===== config.mk =====
export PLATFORM = sky130hd
export DESIGN_NAME = scu_lane
export DESIGN_NICKNAME = d
export VERILOG_FILES = /design/src/hdl/scu_pkg.sv /design/src/hdl/scu_lane.sv
export SDC_FILE = /design/constraint.sdc
export NUM_CORES = 2
export LEC_CHECK = 0
export BUFFER_PORTS_ARGS = -buffer_cell sky130_fd_sc_hd__buf_2
export CAP_MARGIN = 25
export CORE_MARGIN = 2
export CORE_UTILIZATION = 25
export DETAILED_ROUTE_END_ITERATION = 16
export GPL_ROUTABILITY_DRIVEN = 0
export PLACE_DENSITY = 0.35
export SLEW_MARGIN = 20
export SYNTH_ARGS = -nofsm -noshare
export SYNTH_HDL_FRONTEND = slang
export SYNTH_SLANG_ARGS = --single-unit

===== constraint.sdc =====
create_clock -name clk_i -period 7.9 [get_ports clk_i]
set_clock_uncertainty 0.2 [all_clocks]
set_input_delay 0.395 -clock clk_i [delete_from_list [all_inputs] [get_ports clk_i]]
set_output_delay 0.395 -clock clk_i [all_outputs]
set_load 0.02 [all_outputs]

===== src/hdl/scu_pkg.sv =====
`timescale 1ns / 1ps
package scu_pkg;

  localparam int FRAC_BITS = 8;

  // |raw - low_count| is 16 bits, |high_unit - low_unit| is 7 bits
  localparam int PROD_W  = 23;
  localparam int QUO_W   = PROD_W + FRAC_BITS;
  localparam int VAL_W   = QUO_W + 2;
  // input stage, product stage, one stage per quotient bit, final add
  localparam int DEPTH   = QUO_W + 3;

  localparam int HUM_TOP_FULL = 100 << FRAC_BITS;
  localparam logic [14:0] HUM_TOP = 15'((HUM_TOP_FULL > 32767) ? 32767 : HUM_TOP_FULL);

  localparam logic signed [VAL_W-1:0] TEMP_MAX_V = VAL_W'(32767);
  localparam logic signed [VAL_W-1:0] TEMP_MIN_V = VAL_W'(-32768);
  localparam logic signed [VAL_W-1:0] HUM_TOP_V  = VAL_W'(HUM_TOP);

  // register indexes (byte address = 4 * index)
  localparam logic [2:0] REG_TEMP_LOW_DEG    = 3'd0;
  localparam logic [2:0] REG_TEMP_HIGH_DEG   = 3'd1;
  localparam logic [2:0] REG_TEMP_LOW_COUNT  = 3'd2;
  localparam logic [2:0] REG_TEMP_HIGH_COUNT = 3'd3;
  localparam logic [2:0] REG_HUMID_LOW_PCT   = 3'd4;
  localparam logic [2:0] REG_HUMID_HIGH_PCT  = 3'd5;
  localparam logic [2:0] REG_HUMID_LOW_COUNT = 3'd6;
  localparam logic [2:0] REG_HUMID_HIGH_COUNT = 3'd7;

  typedef struct packed {
    logic signed [VAL_W-1:0] val;
    logic                    zero_span;
  } lane_res_t;

endpackage


===== src/hdl/scu_lane.sv =====
`timescale 1ns / 1ps
module scu_lane import scu_pkg::*; (
  input  logic              clk_i,
  input  logic              en_i,
  input  logic signed [15:0] raw_i,
  input  logic signed [15:0] lo_cnt_i,
  input  logic signed [15:0] hi_cnt_i,
  input  logic [6:0]        lo_unit_i,
  input  logic [6:0]        hi_unit_i,
  output lane_res_t         res_o
);

  logic signed [16:0] diff;
  logic signed [16:0] span;
  logic signed [7:0]  du;

  logic [15:0] a_diff_mag_q;
  logic [6:0]  a_du_mag_q;
  logic [15:0] a_span_mag_q;
  logic        a_neg_q;
  logic        a_zero_q;
  logic [6:0]  a_lo_q;

  logic [15:0]      rem_q  [QUO_W+1];
  logic [QUO_W-1:0] w_q    [QUO_W+1];
  logic [15:0]      div_q  [QUO_W+1];
  logic             neg_q  [QUO_W+1];
  logic             zero_q [QUO_W+1];
  logic [6:0]       lo_q   [QUO_W+1];

  logic [PROD_W-1:0]       prod;
  logic signed [VAL_W-1:0] q_ext;
  logic signed [VAL_W-1:0] q_signed;
  logic signed [VAL_W-1:0] lo_ext;
  lane_res_t               res_d;
  lane_res_t               res_q;

  assign diff = 17'(raw_i) - 17'(lo_cnt_i);
  assign span = 17'(hi_cnt_i) - 17'(lo_cnt_i);
  assign du   = $signed({1'b0, hi_unit_i}) - $signed({1'b0, lo_unit_i});

  // sign and magnitude, so the divider only sees unsigned values
  always_ff @(posedge clk_i) begin
    if (en_i) begin
      a_diff_mag_q <= diff[16] ? 16'(-diff) : diff[15:0];
      a_du_mag_q   <= du[7] ? 7'(-du) : du[6:0];
      a_span_mag_q <= span[16] ? 16'(-span) : span[15:0];
      a_neg_q      <= diff[16] ^ du[7] ^ span[16];
      a_zero_q     <= (span == 17'sd0);
      a_lo_q       <= lo_unit_i;
    end
  end

  assign prod = PROD_W'(a_diff_mag_q) * PROD_W'(a_du_mag_q);

  always_ff @(posedge clk_i) begin
    if (en_i) begin
      rem_q[0]  <= '0;
      w_q[0]    <= QUO_W'({prod, {FRAC_BITS{1'b0}}});
      div_q[0]  <= a_span_mag_q;
      neg_q[0]  <= a_neg_q;
      zero_q[0] <= a_zero_q;
      lo_q[0]   <= a_lo_q;
    end
  end

  // restoring division, one quotient bit per stage, dividend MSB first
  for (genvar k = 0; k < QUO_W; k++) begin : g_div
    logic [16:0] trial;
    logic [16:0] rem_sub;
    logic        take;

    assign trial   = {rem_q[k], w_q[k][QUO_W-1]};
    assign take    = trial >= {1'b0, div_q[k]};
    assign rem_sub = trial - {1'b0, div_q[k]};

    always_ff @(posedge clk_i) begin
      if (en_i) begin
        rem_q[k+1]  <= take ? rem_sub[15:0] : trial[15:0];
        w_q[k+1]    <= {w_q[k][QUO_W-2:0], take};
        div_q[k+1]  <= div_q[k];
        neg_q[k+1]  <= neg_q[k];
        zero_q[k+1] <= zero_q[k];
        lo_q[k+1]   <= lo_q[k];
      end
    end
  end

  assign q_ext    = $signed({2'b00, w_q[QUO_W]});
  assign q_signed = neg_q[QUO_W] ? -q_ext : q_ext;
  assign lo_ext   = $signed(VAL_W'({lo_q[QUO_W], {FRAC_BITS{1'b0}}}));

  always_comb begin
    res_d.val       = q_signed + lo_ext;
    res_d.zero_span = zero_q[QUO_W];
  end

  always_ff @(posedge clk_i) begin
    if (en_i) begin
      res_q <= res_d;
    end
  end

  assign res_o = res_q;

endmodule


**Word level (Yosys, flattened, before mapping)**

Memory sizes are Yosys's and may differ from the RTL's. A register that Yosys moved wholly into a read port is not among the register bits.
Cells that the tools add are included.

- Add/subtract/negate cells: 39
- Multipliers: 1
- Magnitude comparators: 31
- Muxes and demuxes: 37
- Bitwise logic cells: 2
- Reduce and logical (&&, ||, !) cells: 1

Operator list:

| cell | number |
|---|---|
| $mux W16 | 33 |
| $ge A17 B16 Y1 | 31 |
| $sub A16 B16 Y16 | 31 |
| $sub A16 B16 Y17 | 2 |
| $add A33 B16 Y33 | 1 |
| $mux W33 | 1 |
| $neg A31 Y33 | 1 |
| $neg A16 Y16 | 2 |
| $mul A16 B7 Y23 | 1 |
| $logic_not A17 Y1 | 1 |
| $sub A7 B7 Y8 | 1 |
| $mux W7 | 1 |
| $neg A7 Y7 | 1 |
| $mux W1 | 2 |
| $xor A1 B1 Y1 | 2 |

- Flip-flop bits (word level): 81
- Memory bits (writable): 2,304
- Bits of input ports: 64
- Memories: 6

Memories:

| memory | words | bits a word | rd ports | clocked after Yosys merged registers in | wr ports | RTL line | RTL |
|---|---|---|---|---|---|---|---|
| w_q | 32 | 31 | 32 | 0 | 32 | scu_lane.sv:25 | `logic [QUO_W-1:0] w_q [QUO_W+1];` |
| div_q | 32 | 16 | 31 | 0 | 32 | scu_lane.sv:26 | `logic [15:0] div_q [QUO_W+1];` |
| rem_q | 32 | 16 | 31 | 0 | 32 | scu_lane.sv:24 | `logic [15:0] rem_q [QUO_W+1];` |
| lo_q | 32 | 7 | 32 | 0 | 32 | scu_lane.sv:29 | `logic [6:0] lo_q [QUO_W+1];` |
| neg_q | 32 | 1 | 32 | 0 | 32 | scu_lane.sv:27 | `logic neg_q [QUO_W+1];` |
| zero_q | 32 | 1 | 32 | 1 | 32 | scu_lane.sv:28 | `logic zero_q [QUO_W+1];` |

**Depth between registers and ports, before layout**

An unclocked memory read counts as a cell.

- Depth after elaboration: 4
- Gate-level depth with buffers: 20

**Worst setup path before layout**

No wires, ideal clock.

- Path type: reg-to-reg
- Start: register a_du_mag_q[6]
- End: memory w_q[0][29] (netlist bit), data pin
- Setup time: 258 ps
- Arrival: 5,060 ps
- Data required time: 7,442 ps
- Path slack: 2,383 ps
- Stages on the path, launching flop included: 19
- Path buffers: 1
- Clock period less this slack: 5,517 ps
- Cells stage by stage: edfxtp_1 clkbuf_1 and2_1 fa_1 fa_1 fa_1 inv_1 fa_1 inv_1 ha_1 and3_1 a221oi_1 nor2b_1 a311o_1 o2111ai_1 o21ai_1 a221o_1 a21oi_1 xnor2_1

RTL lines:

| item | RTL line | RTL |
|---|---|---|
| start: declaration | scu_lane.sv:18 | `logic [6:0] a_du_mag_q;` |
| start signal: assignment | scu_lane.sv:46 | `a_du_mag_q <= du[7] ? 7'(-du) : du[6:0];` |
| end: declaration | scu_lane.sv:25 |  |

==> results.json <==
{
  "finalCritPeriodShare_pct": 77.75,
  "critPathMaxFanout": 16,
  "synth_area_sq_um": 98390,
  "worst_pin_slew_ps": 1032,
  "period_minus_slack_ps": 6142,
  "crit_family": "adder cells",
  "cts_made_buffers": 273,
  "critPathCaptureType": "flop",
  "clkLatencyLatePin_ps": 900,
  "dieWidth_um": 631.3,
  "drt_iter0_drc": 3033,
  "ys_ff_latch": 2118,
  "setup_viol": 0,
  "hold_viol_final": 0,
  "fin_total_pwr_w": 0.04489,
  "grt_max_degree": 165,
  "critical-path-max-stage-delay_ps": 630,
  "async_reset_ff_share_pct": 0,
  "pwr-share-seq_pct": 37.2,
  "grt_usage_pct": 10.75,
  "syn_inst": 7158,
  "rsz0062_at_grt": "no",
  "slew_viol_final": 0,
  "grt_pass1_wl_um": 339200,
  "initial_core_util_pct": 25.08,
  "avgSynthCellArea_sq_um": 13.75,
  "first_pass_iters": 5,
  "fmax_mhz": 162.8,
  "outcome": "complete, no violations",
  "dpl_cell_area_sq_um": 105600,
  "ys_seq_area_share_pct": 64.64,
  "cts-resized-gates": 0,
  "r2r-start": "a_du_mag_q[5]",
  "synth_ff_type": "edfxtp_1",
  "synth_edf_count": 2118,
  "port-buffer-count": 97,
  "pwr_density_cell_nw_per_um2": 391.2,
  "cpMostUsedCell": "fa_1",
  "cts_max_level": 5,
  "clock-root-buffer": "clkbuf_16",
  "crit_path_start_kind": "flop",
  "hpwl_um": 153200,
  "slew_headroom_pct": 31.20,
  "cp.arrival_ps": 6590,
  "drive_gt1_share_pct": 10.86,
  "num_vias": 55034,
  "r2r_cells": 17,
  "overflow": 0,
  "intPower_w": 0.02987,
  "clkSinkCount": 2118,
  "rr_endpoint": "w_q[0][29]",
  "yosys_warnings": 0,
  "clkPwrFrac_pct": 27.0,
  "p_leak_nw": 43.52,
  "design_area_sq_um": 114800,
  "coreArea_sq_um": 392200,
  "setup.worst_path.class": "flop to flop",
  "area_growth_pct": 16.64,
  "nets": 8276,
  "cp.required_ps": 8340,
  "drt_wl_total_um": 216000,
  "power_frac_comb_pct": 35.8,
  "cts_tree": "done",
  "drv_cap": 0,
  "synth.net_count": 7896,
  "wl_per_cell_um": 16.66,
  "hp-start": "hi_cnt_i[9]",
  "clk_pin_slew_ps": 60,
  "ios": 98,
  "switching_power_w": 0.01502,
  "slowest_stage": "edfxtp_1",
  "vdd_ir_drop_max_mv": 0.2976,
  "worstHoldPathType": "input pin to flop",
  "hold_end": "a_span_mag_q[10]",
  "antenna_found_initial": 7,
  "core.rowCount": 230,
  "crit_buf_inv": 2,
  "min_path_cells": 5,
  "clock_path_buffers": 4,
  "tns_ps": 0,
  "drc": 0,
  "crit_chain": "and2_1, fa_1, fa_1, fa_1, inv_1, fa_1, inv_1, ha_1, a21o_1, a221oi_1, nor2b_1, a311o_1, o2111ai_1, o21ai_1, a221o_1, a21oi_1, xnor2_1",
  "synth.distinct_cells": 93,
  "r2r_setup_slack_ps": 1760,
  "via_per_inst": 4.245,
  "drtAntennaViolNets": 0,
  "hold_buffers": 37,
  "first_global_vias": 57054,
  "die_area_sq_um": 398600,
  "post_cts_buffers": 0,
  "die_height_um": 631.3,
  "switching_share_pct": 33.46
}
## power by group through the flow
stage	logic, W	registers (W)	clock network [W]
2_1_floorplan	0.0123	0.0164	0
3_3_place_gp	0.0162	0.0170	0
5_1_grt	0.0183	0.0170	0.0131
6_report	0.0161	0.0167	0.0121
4_1_cts	0.0163	0.0168	0.0127
3_5_place_dp	0.0162	0.0170	0
## synthesized netlist by cell type, types with 58 or more instances
library cell  number  share of area [%]
clkbuf_1          63               0.24
a21oi_1          451                2.3
o21a_1            67               0.51
a21boi_0          68               0.52
mux2_2           199                2.3
nor2b_1           96               0.61
xor2_1           157                1.4
o21ai_0          255                1.3
edfxtp_1        2118                 65
nand2_1          305                1.2
nand4_1           83               0.53
nor2_1           423                1.6
fa_1             102                2.1
nor3_1           105               0.53
inv_1            809                3.1
a211oi_1          58               0.44
xnor2_1          295                2.6
nand3_1           91               0.46
and2_1            87               0.55
ha_1             572                7.3
a21o_1           126               0.96
## cell type report
class / count / area, sq um
Fill cell: 39377 / 277500
Sequential cell: 2118 / 63600
Multi-Input combinational cell: 4149 / 31450
Clock buffer: 328 / 7187
Tap cell: 5220 / 6531
Inverter: 811 / 3044
Clock inverter: 151 / 1518
Timing Repair Buffer: 185 / 1423
Antenna cell: 3 / 7.507
## worst max path at each step
stage                  to     startpoint  cells after the start  slack, ps
2_1_floorplan  w_q[0][29]  a_du_mag_q[6]                     18       2380
3_3_place_gp   w_q[0][29]  a_du_mag_q[5]                     17       1730
3_5_place_dp   w_q[0][29]  a_du_mag_q[5]                     17       1720
4_1_cts        w_q[0][29]  a_du_mag_q[6]                     17       1740
5_1_grt        w_q[0][29]  a_du_mag_q[5]                     17       1420
6_report       w_q[0][29]  a_du_mag_q[5]                     17       1760
## layer usage
layer,up-vias,wire (um),global-route usage (%)
met3,382,7540,1.599
met5,-,0,0
met1,26748,97380,13.70
met2,769,103800,18.47
li1,27135,-,-
met4,0,7220,3.806
## cell families (layout without fill, tap and decap cells)
| group | count (synthesis) | after routing | share of synthesized area, % |
|---|---|---|---|
| fa+ha+maj | 674 | 674 | 9.349 |
| compound gates | 1332 | 1332 | 8.633 |
| flops | 2118 | 2118 | 64.64 |
| simple gates | 1469 | 1469 | 7.409 |
| xor+xnor | 452 | 452 | 4.024 |
| mux | 222 | 222 | 2.512 |
| other cells | 0 | 3 | 0 |
| buf+inv | 891 | 1475 | 3.431 |
## metrics by stage
stage / utilization (%) / setup WS, ps / instances / hold WS, ps
2_1_floorplan: - / 2383 / 7158 / 200.3
3_3_place_gp: 26.93 / 1728 / 12442 / 200.3
3_5_place_dp: 26.93 / 1716 / 12444 / 204.5
4_1_cts: 29.25 / 1744 / 12960 / 3.781
5_1_grt: 29.26 / 1425 / 12963 / 46.54
6_report: 29.26 / 1758 / 12965 / 81.29
## worst min-delay path, stage by stage
cell and delay [ps]:
buf_2 90, ha_1 170, or2_2 120, xor2_1 100, xnor2_1 190
## flip-flops by register name, indices dropped and copies added, names as in the netlist
register,flops
a_neg_q,1
a_span_mag_q,16
div_q,496
res_o,34
a_zero_q,1
rem_q,480
lo_q,224
a_lo_q,7
a_diff_mag_q,16
zero_q,32
neg_q,32
w_q,772
a_du_mag_q,7
## layout by cell type (no fill, tap or decap), types with 91 or more instances in the layout
master / n
a21o_1: 126
a21oi_1: 450
buf_2: 96
clkbuf_16: 280
edfxtp_1: 2118
fa_1: 102
ha_1: 572
inv_1: 809
mux2_2: 199
nand2_1: 305
nand3_1: 91
nor2_1: 423
nor2b_1: 96
nor3_1: 105
o21ai_0: 255
xnor2_1: 295
xor2_1: 157
Power figures use the tool's default switching activity.
