<file path="src/hdl/scu_pkg.sv">
`timescale 1ns / 1ps
package scu_pkg;

  localparam int FRAC_BITS = 8;

  // |raw - low_count| is 16 bits, |high_unit - low_unit| is 7 bits
  localparam int PROD_W  = 23;
  localparam int QUO_W   = PROD_W + FRAC_BITS;
  localparam int VAL_W   = QUO_W + 2;
  // input stage, product stage, one stage per quotient bit, final add
  localparam int DEPTH   = QUO_W + 3;

  localparam int HUM_TOP_FULL = 100 << FRAC_BITS;
  localparam logic [14:0] HUM_TOP = 15'((HUM_TOP_FULL > 32767) ? 32767 : HUM_TOP_FULL);

  localparam logic signed [VAL_W-1:0] TEMP_MAX_V = VAL_W'(32767);
  localparam logic signed [VAL_W-1:0] TEMP_MIN_V = VAL_W'(-32768);
  localparam logic signed [VAL_W-1:0] HUM_TOP_V  = VAL_W'(HUM_TOP);

  // register indexes (byte address = 4 * index)
  localparam logic [2:0] REG_TEMP_LOW_DEG    = 3'd0;
  localparam logic [2:0] REG_TEMP_HIGH_DEG   = 3'd1;
  localparam logic [2:0] REG_TEMP_LOW_COUNT  = 3'd2;
  localparam logic [2:0] REG_TEMP_HIGH_COUNT = 3'd3;
  localparam logic [2:0] REG_HUMID_LOW_PCT   = 3'd4;
  localparam logic [2:0] REG_HUMID_HIGH_PCT  = 3'd5;
  localparam logic [2:0] REG_HUMID_LOW_COUNT = 3'd6;
  localparam logic [2:0] REG_HUMID_HIGH_COUNT = 3'd7;

  typedef struct packed {
    logic signed [VAL_W-1:0] val;
    logic                    zero_span;
  } lane_res_t;

endpackage

</file>
<file path="src/hdl/scu_merge.sv">
`timescale 1ns / 1ps
module scu_merge import scu_pkg::*; (
  input  logic      clk_i,
  input  logic      rst_ni,
  input  logic      last_valid_i,
  input  lane_res_t temp_i,
  input  lane_res_t humid_i,
  input  logic      m_axis_tready,
  output logic      en_o,
  output logic      m_axis_tvalid,
  output logic [31:0] m_axis_tdata,  // [15:0] temperature_fixed, [30:16] humidity_fixed
  output logic [0:0]  m_axis_tuser   // [0] span_error
);

  logic        out_valid_q;
  logic        out_valid_d;
  logic [15:0] temp_q;
  logic [15:0] temp_d;
  logic [14:0] humid_q;
  logic [14:0] humid_d;
  logic        err_q;
  logic        err_d;
  logic        slot_free;
  logic        load;

  assign slot_free = !out_valid_q || m_axis_tready;
  // pipeline keeps moving while its last stage is empty or the output slot is free
  assign en_o      = !last_valid_i || slot_free;
  assign load      = last_valid_i && slot_free;

  always_comb begin
    err_d = temp_i.zero_span || humid_i.zero_span;

    if (temp_i.val > TEMP_MAX_V) begin
      temp_d = 16'h7fff;
    end else if (temp_i.val < TEMP_MIN_V) begin
      temp_d = 16'h8000;
    end else begin
      temp_d = temp_i.val[15:0];
    end

    if (humid_i.val < 0) begin
      humid_d = '0;
    end else if (humid_i.val > HUM_TOP_V) begin
      humid_d = HUM_TOP;
    end else begin
      humid_d = humid_i.val[14:0];
    end

    if (err_d) begin
      temp_d  = '0;
      humid_d = '0;
    end
  end

  always_comb begin
    out_valid_d = out_valid_q;
    if (load) begin
      out_valid_d = 1'b1;
    end else if (m_axis_tready) begin
      out_valid_d = 1'b0;
    end
  end

  always_ff @(posedge clk_i or negedge rst_ni) begin
    if (!rst_ni) begin
      out_valid_q <= 1'b0;
    end else begin
      out_valid_q <= out_valid_d;
    end
  end

  always_ff @(posedge clk_i) begin
    if (load) begin
      temp_q  <= temp_d;
      humid_q <= humid_d;
      err_q   <= err_d;
    end
  end

  assign m_axis_tvalid = out_valid_q;
  assign m_axis_tdata  = {1'b0, humid_q, temp_q};
  assign m_axis_tuser  = err_q;

endmodule

</file>
<file path="config.mk">
export PLATFORM = sky130hd
export DESIGN_NAME = scu_merge
export DESIGN_NICKNAME = d
export VERILOG_FILES = /design/src/hdl/scu_pkg.sv /design/src/hdl/scu_merge.sv
export SDC_FILE = /design/constraint.sdc
export NUM_CORES = 1
export LEC_CHECK = 0
export BUFFER_PORTS_ARGS = -buffer_cell sky130_fd_sc_hd__clkbuf_2
export CORE_MARGIN = 3
export CORE_UTILIZATION = 40
export DETAILED_ROUTE_END_ITERATION = 12
export GPL_TIMING_DRIVEN = 0
export PLACE_DENSITY = 0.84
export SYNTH_ARGS = -nofsm -noshare
export SYNTH_HDL_FRONTEND = slang
export SYNTH_SLANG_ARGS = --single-unit
</file>
<file path="constraint.sdc">
create_clock -name clk_i -period 2.5 [get_ports clk_i]
set_input_delay 0.5 -clock clk_i [delete_from_list [all_inputs] [get_ports clk_i]]
set_output_delay 0.5 -clock clk_i [all_outputs]
set_load 0.03 [all_outputs]
</file>
=== After elaboration in Yosys (flattened, before gate mapping) ===
Index checks and enable logic that the tools add are counted.

* Flip-flop bits (word level): 33
* Input port bits: 72
* Logic and storage cells: 25

* Magnitude comparators: 4
* Muxes and demuxes: 5
* Reduce and logical (&&, ||, !) cells: 10

{| class="wikitable"
|+ Operator list
! kind !! number
|-
| $gt A33 B16 Y1 const B || 2
|-
| $lt A33 B1 Y1 const B || 1
|-
| $lt A33 B16 Y1 const B || 1
|-
| $mux W15 || 2
|-
| $mux W16 || 1
|-
| $reduce_or A2 Y1 || 2
|-
| $logic_or A1 B1 Y1 || 3
|-
| $reduce_or A3 Y1 || 1
|-
| $logic_not A1 Y1 || 2
|-
| $mux W1 || 2
|-
| $reduce_bool A2 Y1 || 1
|-
| $logic_and A1 B1 Y1 || 1
|}

=== Logic depth before layout (Yosys ltp) ===
Gate-level depths: netlist (run 1).

* Depth in word-level cells: 4
* Gate-level depth with buffers: 5
* Gate-level depth less buffers: 4

=== Worst setup path after synthesis (run 1) ===
Ideal clock, no wire load.

* Kind: in2reg
* Start point: input temp_i[23] (netlist name)
* End point: register temp_q[0], data pin
* Setup time: 0.130 ns
* Arrival time: 1.691 ns
* Required time: 2.370 ns
* Path slack: 0.680 ns
* Stages on the path: 5
* Path buffers: 1
* Cell sequence: nand4_1 or3_4 o41ai_4 buf_6 a21o_1

* Word-level cells in the longest chain between the ends: 3
* Elaborated cells on any way between the ends: 4
* Classes of those cells: 2 x order compare; 2 x mux

{| class="wikitable"
|+ RTL lines
! item !! RTL line !! text
|-
| start, declared || scu_merge.sv:6 || <nowiki>input lane_res_t temp_i,</nowiki>
|-
| $lt A33 B16 Y1 || scu_merge.sv:36 || <nowiki>end else if (temp_i.val < TEMP_MIN_V) begin</nowiki>
|-
| $mux W16 || scu_merge.sv:36 ||
|-
| $mux W15 (*) || scu_merge.sv:34 || <nowiki>if (temp_i.val > TEMP_MAX_V) begin</nowiki>
|-
| end signal, assigned || scu_merge.sv:75 || <nowiki>temp_q <= temp_d;</nowiki>
|-
| end, declared || scu_merge.sv:17 || <nowiki>logic [15:0] temp_q;</nowiki>
|}

Mark *: on every way between the ends. The rest lies on a longest branch, timed or not.
A chain may end at the register's enable or synchronous reset.

=== Worst setup path after layout (run 1) ===
* Start point: register out_valid_q, in the netlist m_axis_tvalid
* End point: register humid_q[9], enable pin

* Word-level cells in the longest chain between the ends: 3

{| class="wikitable"
|+ RTL lines
! item !! RTL line !! text
|-
| start, declared || scu_merge.sv:15 || <nowiki>logic out_valid_q;</nowiki>
|-
| start signal, assigned || scu_merge.sv:69 || <nowiki>out_valid_q <= out_valid_d;</nowiki>
|-
| $logic_not A1 Y1 || scu_merge.sv:26 || <nowiki>assign slot_free = !out_valid_q || m_axis_tready;</nowiki>
|-
| $logic_or A1 B1 Y1 || scu_merge.sv:26 ||
|-
| $logic_and A1 B1 Y1 || scu_merge.sv:29 || <nowiki>assign load = last_valid_i && slot_free;</nowiki>
|-
| via load || scu_merge.sv:24 || <nowiki>logic load;</nowiki>
|-
| end signal, assigned || scu_merge.sv:76 || <nowiki>humid_q <= humid_d;</nowiki>
|-
| end, declared || scu_merge.sv:19 || <nowiki>logic [14:0] humid_q;</nowiki>
|}

The timed path passes the listed nets, and every way through them passes these cells.

==> results of run 1 <==
[cell families after synthesis]
family,Yosys count,share of synthesized area [%]
buffers and inverters,6,2.36
flip-flops,33,66.4
other,1,0.253
AO/OA/AOI/OAI,21,12.5
AND/OR/NAND/NOR,47,18.5
[cells in the mapped netlist]
master / number / area share, %
o21a_1: 2 / 1.0
o41ai_4: 1 / 1.9
inv_1: 1 / 0.25
nor4_1: 9 / 3.8
or3_1: 2 / 0.84
nand3b_1: 1 / 0.51
conb_1: 1 / 0.25
and3_1: 13 / 5.5
buf_4: 1 / 0.51
clkbuf_1: 2 / 0.51
nor3_1: 1 / 0.34
or2_2: 2 / 0.84
a31oi_1: 1 / 0.42
nor2_1: 7 / 1.8
nand3_1: 2 / 0.67
dfrtp_1: 1 / 1.7
nand4_1: 4 / 1.7
a21o_1: 10 / 5.1
and2_1: 1 / 0.42
o31a_1: 1 / 0.59
or3_4: 1 / 0.76
a21o_2: 5 / 3.0
nand2_1: 2 / 0.51
a41oi_1: 1 / 0.59
nand2b_1: 2 / 0.84
buf_2: 1 / 0.34
buf_6: 1 / 0.76
edfxtp_1: 32 / 65
[final cells by class]
cell class,count,area [µm²]
Clock buffer,6,72.6
Inverter,1,3.75
Multi-Input combinational cell,69,463
Sequential cell,33,986
Fill cell,288,1260
Timing Repair Buffer,106,536
Tap cell,46,57.6
Buffer,5,31.3
Clock inverter,2,33.8
[layer usage]
metal | vias up | GRT usage (%)
met5 | - | 0
met4 | 0 | 6.84
met3 | 4 | 5.90
met2 | 79 | 28.0
met1 | 570 | 18.9
li1 | 648 | -
[flip-flops by register name, summed over array words and instances (netlist names)]
register / flops
humid_q: 15
m_axis_tuser: 1
m_axis_tvalid: 1
temp_q: 16
[how the worst max path moves through the flow]
| stage | start | end |
|---|---|---|
| floorplan | temp_i[23] | temp_q[0] |
| global placement | m_axis_tready | humid_q[7] |
| detailed placement | m_axis_tready | humid_q[4] |
| CTS | m_axis_tvalid | humid_q[11] |
| global route | m_axis_tvalid | humid_q[10] |
| finish | m_axis_tvalid | humid_q[9] |
[metrics by stage]
stage               utilization [%]  std cells  worst slack (ps)  hold WS (ps)  instance area (µm²)
global placement               60.1        259               374           275                 2070
floorplan                         -        108               680           204                 1480
global route                   63.4        268               460           454                 2180
CTS                            63.4        268               548           435                 2180
finish                         63.4        268               579           444                 2180
detailed placement             60.1        259               337           276                 2070
[power by group]
group | leakage [nW] | internal, mW | total [mW] | switching [mW]
Sequential | 0.329 | 0.640 | 0.648 | 0.00748
Combinational | 0.769 | 0.0803 | 0.207 | 0.126
Clock | 0.0528 | 0.294 | 0.476 | 0.182
Total | 1.15 | 1.01 | 1.33 | 0.316
[cell usage in the layout (no fill, tap or decap), types with 2 or more instances in the layout]
master and count:
nand2_1 2, nand4_1 4, edfxtp_1 32, a21o_1 10, nor4_1 9, clkbuf_1 3, o21a_1 2, clkbuf_8 5
or2_2 2, nand2b_1 2, nor2_1 7, and3_1 13, or3_1 2, nand3_1 2, clkbuf_2 105, a21o_2 5
==> qor.txt, run 1 <==
Pleak -> 1.15 nW
CP Buf/Inv Count -> 0
Routed wire per std cell -> 13.4 µm
Mean Syn Cell Area -> 13.7 µm²
DRT Pass-1 Iters -> 4
IO buf count -> 105
Slew Limit Fails -> 0
Placer Congestion -> 0.671
Worst-Margin Slew -> 1340 ps
min cycle time layout -> 1920 ps
RSZ-0062 raised after global routing -> false
Vias/cell -> 4.85
clock buffer count from CTS -> 5
starting density of the core -> 43.1%
maxcap violations -> 0
Post-CTS Setup Inserts -> 0
total congestion overflow -> 0
CTS tree -> yes
drc violations -> 0
worst r2r src -> m_axis_tvalid
# rows -> 21
synth warn -> 0
clock latency at the later pin of the worst-skew pair -> 280 ps
Hold Vio Cnt, Final -> 0
Final nets -> 293
Yosys cell types -> 28
internal reg-to-reg setup slack -> 580 ps
Slew headroom -> 10.6%
die width -> 66.9 µm
final setup fails -> 0
largest net degree at the start of global routing -> 33
crit-path cells -> nand2b_1 -> and2_1
synthesized instance count -> 108
CTS root buffer -> clkbuf_8
max layer used -> met4
Hold Crit Class -> in2reg
CP Class -> reg2reg
met2 WL -> 1.79 mm
Clock Skew -> 2.52 ps
layout cells sized above 1 -> 55.4%
synthesized area -> 1480 µm²
period utilization -> 76.8%
drt total wl -> 3.58 mm
FF+latch count, synth -> 33
io pins -> 107
Tot Pwr -> 1.33 mW
Max Freq -> 521 MHz
met1 wire length -> 1.33 mm
met3 routed WL -> 414 µm
Core Region -> 3440 µm²
first-pass GRT wire length -> 5.40 mm
Peak VDD IR -> 0.288 mV
gr usage total -> 16.6%
number of cells on the worst hold path -> 2
CP Capture Type -> register
DP HPWL -> 2.94 mm
Setup crit start kind -> register
critical path's slowest cell -> and2_1
synth-to-layout area growth -> 47.1%
initial antenna violation count -> 0
via count -> 1301
Fin Setup TNS -> 0 ps
worst r2r dst -> humid_q[9]
Post-CTS Resized -> 0
initial DRC count -> 142
PwrDens -> 609 nW/µm²
Hold Path Origin -> last_valid_i
Max clock buf depth -> 2
Largest stage delay, worst path -> 1030 ps
ANT cells -> 0
Critical Path Stages -> 2
TritonCTS Sinks -> 33
Worst EP arrival -> 1810 ps
hold_buf cts -> 1
WP data required -> 2390 ps
Syn Nets -> 180
Worst R2R Path Depth -> 2
number of global-route vias before repair -> 1225
Worst-path clk slew -> 60 ps
die footprint -> 4480 µm²
CP delay by family, top -> simple AND/OR/NAND/NOR gates
antenna viol nets, final -> 0
status -> completed
sequential element share of the synthesized area -> 66.4%
Die Y -> 66.9 µm
Hold Path Sink -> m_axis_tvalid
crit path max fanout -> 32
htree depth -> 2
Power figures use the tool's default switching activity.
==> run 2: changes to the inputs <==
- clock period: 2.5 -> 1.9 ns (I/O delays scaled with it)
==> run 2 against run 1 <==
Effect of this change:
- sequential cell count stayed put
- sequential share of layout area hardly changed
- non-clock buffer count stayed put
- final area hardly changed
- critical path type is now in2reg
- largest cell class unchanged
==> qor.txt, run 2 (synthesized netlist as in run 1, its figures left out) <==
status -> completed
starting density of the core -> 43.1%
period utilization -> 91.0%
crit path max fanout -> 10
initial antenna violation count -> 0
CTS root buffer -> clkbuf_8
Fin Setup TNS -> 0 ps
Worst EP arrival -> 1880 ps
final instance area -> 2180 µm²
Slew headroom -> 53.1%
Largest regs -> temp_q x16, humid_q x15
drc violations -> 0
initial DRC count -> 142
synth-to-layout area growth -> 47.2%
CP Capture Type -> register
Setup crit start kind -> input pin
final setup fails -> 0
Worst-Margin Slew -> 703 ps
maxcap violations -> 0
antenna viol nets, final -> 0
Placer Congestion -> 0.671
PwrDens -> 801 nW/µm²
IO buf count -> 105
Final nets -> 293
Slew Limit Fails -> 0
# rows -> 21
Post-CTS Setup Inserts -> 0
largest net degree at the start of global routing -> 33
Vias/cell -> 4.85
commonest non-fill, non-tap cell in the layout -> clkbuf_2
Placed Area -> 2070 µm²
WP data required -> 2050 ps
layout filler cell count -> 287
io pins -> 107
Peak VDD IR -> 0.379 mV
die width -> 66.9 µm
DRT Pass-1 Iters -> 4
drt total wl -> 3.58 mm
Max clock buf depth -> 2
Hold Vio Cnt, Final -> 0
number of global-route vias before repair -> 1225
gr usage total -> 16.6%
ANT cells -> 0
Hold Crit Class -> in2reg
Routed wire per std cell -> 13.4 µm
clock latency at the later pin of the worst-skew pair -> 280 ps
Core Region -> 3440 µm²
Tot Pwr -> 1.75 mW
Clock Skew -> 2.52 ps
Die Y -> 66.9 µm
clock buffer count from CTS -> 5
CP Class -> in2reg
Worst-path clk slew -> 60 ps
Pleak -> 1.15 nW
most frequent cells in the layout -> clkbuf_2, edfxtp_1, and3_1
htree depth -> 2
via count -> 1300
CTS tree -> yes
DP HPWL -> 2.94 mm
max FFs per register -> 16
first-pass GRT wire length -> 5.40 mm
Largest Register -> temp_q
sequential cell area -> 986 µm²
Multi-input gate area -> 464 µm²
min cycle time layout -> 1730 ps
Max Freq -> 578 MHz
total congestion overflow -> 0
die footprint -> 4480 µm²
RSZ-0062 raised after global routing -> false
layout cells sized above 1 -> 55.9%
TritonCTS Sinks -> 33
run 2: path summary, 6_finish.rpt:
| kind | startpoint | end | slack, ps | depth (start not counted) |
|---|---|---|---|---|
| max in group asynchronous | rst_ni | m_axis_tvalid | 1410 | 2 |
| setup reg to reg | m_axis_tvalid | humid_q[9] | 420 | 2 |
| hold / removal | last_valid_i | m_axis_tvalid | 320 | 2 |
| setup / recovery | temp_i[33] | temp_q[0] | 170 | 5 |
| hold reg to reg | m_axis_tvalid | m_axis_tvalid | 550 | 2 |
| min in group asynchronous | rst_ni | m_axis_tvalid | 410 | 2 |
run 2: routing by layer:
| layer | share of wire (%) | global-route usage, % | vias to the layer above |
|---|---|---|---|
| met3 | 12 | 5.90 | 4 |
| li1 | - | - | 648 |
| met1 | 37 | 18.9 | 569 |
| met2 | 50 | 28.0 | 79 |
| met5 | 0 | 0 | - |
| met4 | 1.2 | 6.84 | 0 |
run 2: metrics by stage:
step	setup slack (ps)	utilization [%]	cells	hold WS, ps
CTS	163	63.5	268	315
global placement	-106	60.1	259	155
finish	170	63.5	268	324
detailed placement	-143	60.1	259	156
floorplan	84.6	-	108	84.4
global route	45.5	63.5	268	333
run 2: power breakdown:
| part | switching, mW | total [mW] | leakage (nW) | internal [mW] |
|---|---|---|---|---|
| Combinational | 0.166 | 0.273 | 0.770 | 0.106 |
| Clock | 0.240 | 0.626 | 0.0528 | 0.387 |
| Sequential | 0.00984 | 0.851 | 0.329 | 0.842 |
run 2: final cells by class:
| cell class | count | share of cell area [%] |
|---|---|---|
| buffer | 5 | 1.43 |
| clock buffer | 6 | 3.32 |
| clock inverter | 2 | 1.55 |
| inverter | 1 | 0.172 |
| multi-input combinational | 69 | 21.2 |
| sequential | 33 | 45.1 |
| tap | 46 | 2.63 |
| timing repair buffer | 106 | 24.5 |
run 2: critical path: stages:
cell and delay [ps]:
clkbuf_2 90, or3_1 430, a31oi_1 430, clkbuf_1 410, a21o_1 140
run 2: what timing repair did:
item	CTS	global route
hold buffers	1	0
resized for setup	1	0
hold endpoints to repair	1	0
endpoints found under the setup margin	32	0
==> run 3: changes to the inputs <==
- GPL_ROUTABILITY_DRIVEN: not set -> 0
- REMOVE_ABC_BUFFERS: not set -> 1
==> run 3 against run 2 <==
Effect of this change:
- register-to-register slack about the same
- via count is 1.4% lower
- sequential share of layout area increased by 0.21 points
- clock-buffer cell count stayed put
- critical path depth decreased by 1
- global-route usage shrank 0.86 points
- sequential power is essentially flat
- routed wire length decreased by 8.6%
- core utilization shrank 0.29 points
==> qor.txt, run 3 (synthesized netlist as in run 1, its figures left out) <==
commonest non-fill, non-tap cell in the layout -> clkbuf_2
maxcap violations -> 0
crit path max fanout -> 15
Worst-Margin Slew -> 771 ps
first-pass GRT wire length -> 5.09 mm
critical path's slowest cell -> o41ai_4
layout filler cell count -> 275
number of global-route vias before repair -> 1239
Fin Setup TNS -> 0 ps
clock latency at the later pin of the worst-skew pair -> 280 ps
starting density of the core -> 43.1%
crit-path cells -> clkbuf_2 -> or2_2 -> o41ai_4 -> a21o_2
Core Region -> 3440 µm²
io pins -> 107
DP HPWL -> 2.73 mm
antenna viol nets, final -> 0
TritonCTS Sinks -> 33
Max clock buf depth -> 2
WP data required -> 2050 ps
PwrDens -> 801 nW/µm²
die footprint -> 4480 µm²
Routed wire per std cell -> 12.4 µm
Largest stage delay, worst path -> 780 ps
Largest Register -> temp_q
Slew Limit Fails -> 0
Max Freq -> 583 MHz
CTS root buffer -> clkbuf_8
status -> completed
ANT cells -> 0
IO buf count -> 105
CTS tree -> yes
sequential cell area -> 986 µm²
Peak VDD IR -> 0.315 mV
Vias/cell -> 4.87
initial antenna violation count -> 0
Final nets -> 288
total congestion overflow -> 0
Clock Skew -> 2.73 ps
Setup crit start kind -> input pin
Slew headroom -> 48.4%
Worst EP arrival -> 1870 ps
period utilization -> 90.3%
die width -> 66.9 µm
gr usage total -> 15.7%
DRT Pass-1 Iters -> 4
max FFs per register -> 16
Pleak -> 1.13 nW
Multi-input gate area -> 485 µm²
CP Capture Type -> register
via count -> 1282
Worst-path clk slew -> 60 ps
Die Y -> 66.9 µm
worst slack at placement -> -457 ps
final setup fails -> 0
initial DRC count -> 102
Hold Crit Class -> in2reg
clock buffer count from CTS -> 5
min cycle time layout -> 1720 ps
layout cells sized above 1 -> 56.7%
# rows -> 21
CP Class -> in2reg
Largest regs -> temp_q x16, humid_q x15
drt total wl -> 3.27 mm
largest net degree at the start of global routing -> 33
RSZ-0062 raised after global routing -> false
drc violations -> 0
synth-to-layout area growth -> 46.5%
Hold Vio Cnt, Final -> 0
Worst Slack Setup Final -> 185 ps
htree depth -> 2
most frequent cells in the layout -> clkbuf_2, edfxtp_1, and3_1
==> run 3: cell count changes in the layout (fill, tap and decap cells not counted), sizes merged <==
cell	before	now
clkbuf	113	111
buf	3	0
==> run 3: final timing paths <==
kind	end	from	depth (start not counted)	slack [ps]
worst max register to register	humid_q[1]	m_axis_tvalid	2	420
min in group asynchronous	m_axis_tvalid	rst_ni	2	400
worst min register to register	m_axis_tvalid	m_axis_tvalid	2	560
worst max-delay path	temp_q[5]	humid_i[0]	4	180
max in group asynchronous	m_axis_tvalid	rst_ni	2	1410
worst min-delay path	m_axis_tvalid	last_valid_i	2	330
==> run 3: worst max-delay path: cells and delay by family <==
kind	cells	cell delay [ps]
compound gates	2	1020
simple gates	1	370
buf+inv	1	90
==> run 3: through the flow <==
| step | util [%] | cell area (µm²) | total power, mW | cells | hold WS [ps] |
|---|---|---|---|---|---|
| 6_report | 63.2 | 2170 | 1.74 | 263 | 326 |
| 5_1_grt | 63.2 | 2170 | 1.82 | 263 | 326 |
| 4_1_cts | 62.7 | 2160 | 1.75 | 263 | 320 |
| 3_3_place_gp | 59.1 | 2040 | 1.13 | 254 | 156 |
| 2_1_floorplan | - | 1450 | 1.01 | 103 | 84.4 |
| 3_5_place_dp | 59.1 | 2040 | 1.13 | 254 | 156 |
==> run 3: final cells by class <==
| cell class | count | share of cell area, % |
|---|---|---|
| repair buffers | 106 | 24.6 |
| clock inverters | 2 | 1.55 |
| flip-flops and latches | 33 | 45.3 |
| multi-input cells | 69 | 22.3 |
| clock buffers | 6 | 3.34 |
| inverters | 1 | 0.173 |
| well taps | 46 | 2.65 |
==> run 3: layer usage <==
layer	track usage [%]	share of wire, %	vias up
met1	17.1	36	565
met4	9.11	1.9	0
li1	-	-	639
met3	3.54	9.6	5
met5	0	0	-
met2	27.6	53	73
==> run 3: repair_timing <==
action	CTS	global route
pin swaps	0	1
endpoints found under the setup margin	44	27
setup buffers	0	0
hold endpoints to repair	1	0
hold buffers	1	0
resized for setup	2	2
==> run 3: where the power goes <==
part | internal, mW | switching (mW)
sequential | 0.842 | 0.00986
clock | 0.386 | 0.237
combinational | 0.103 | 0.165
total | 1.33 | 0.412
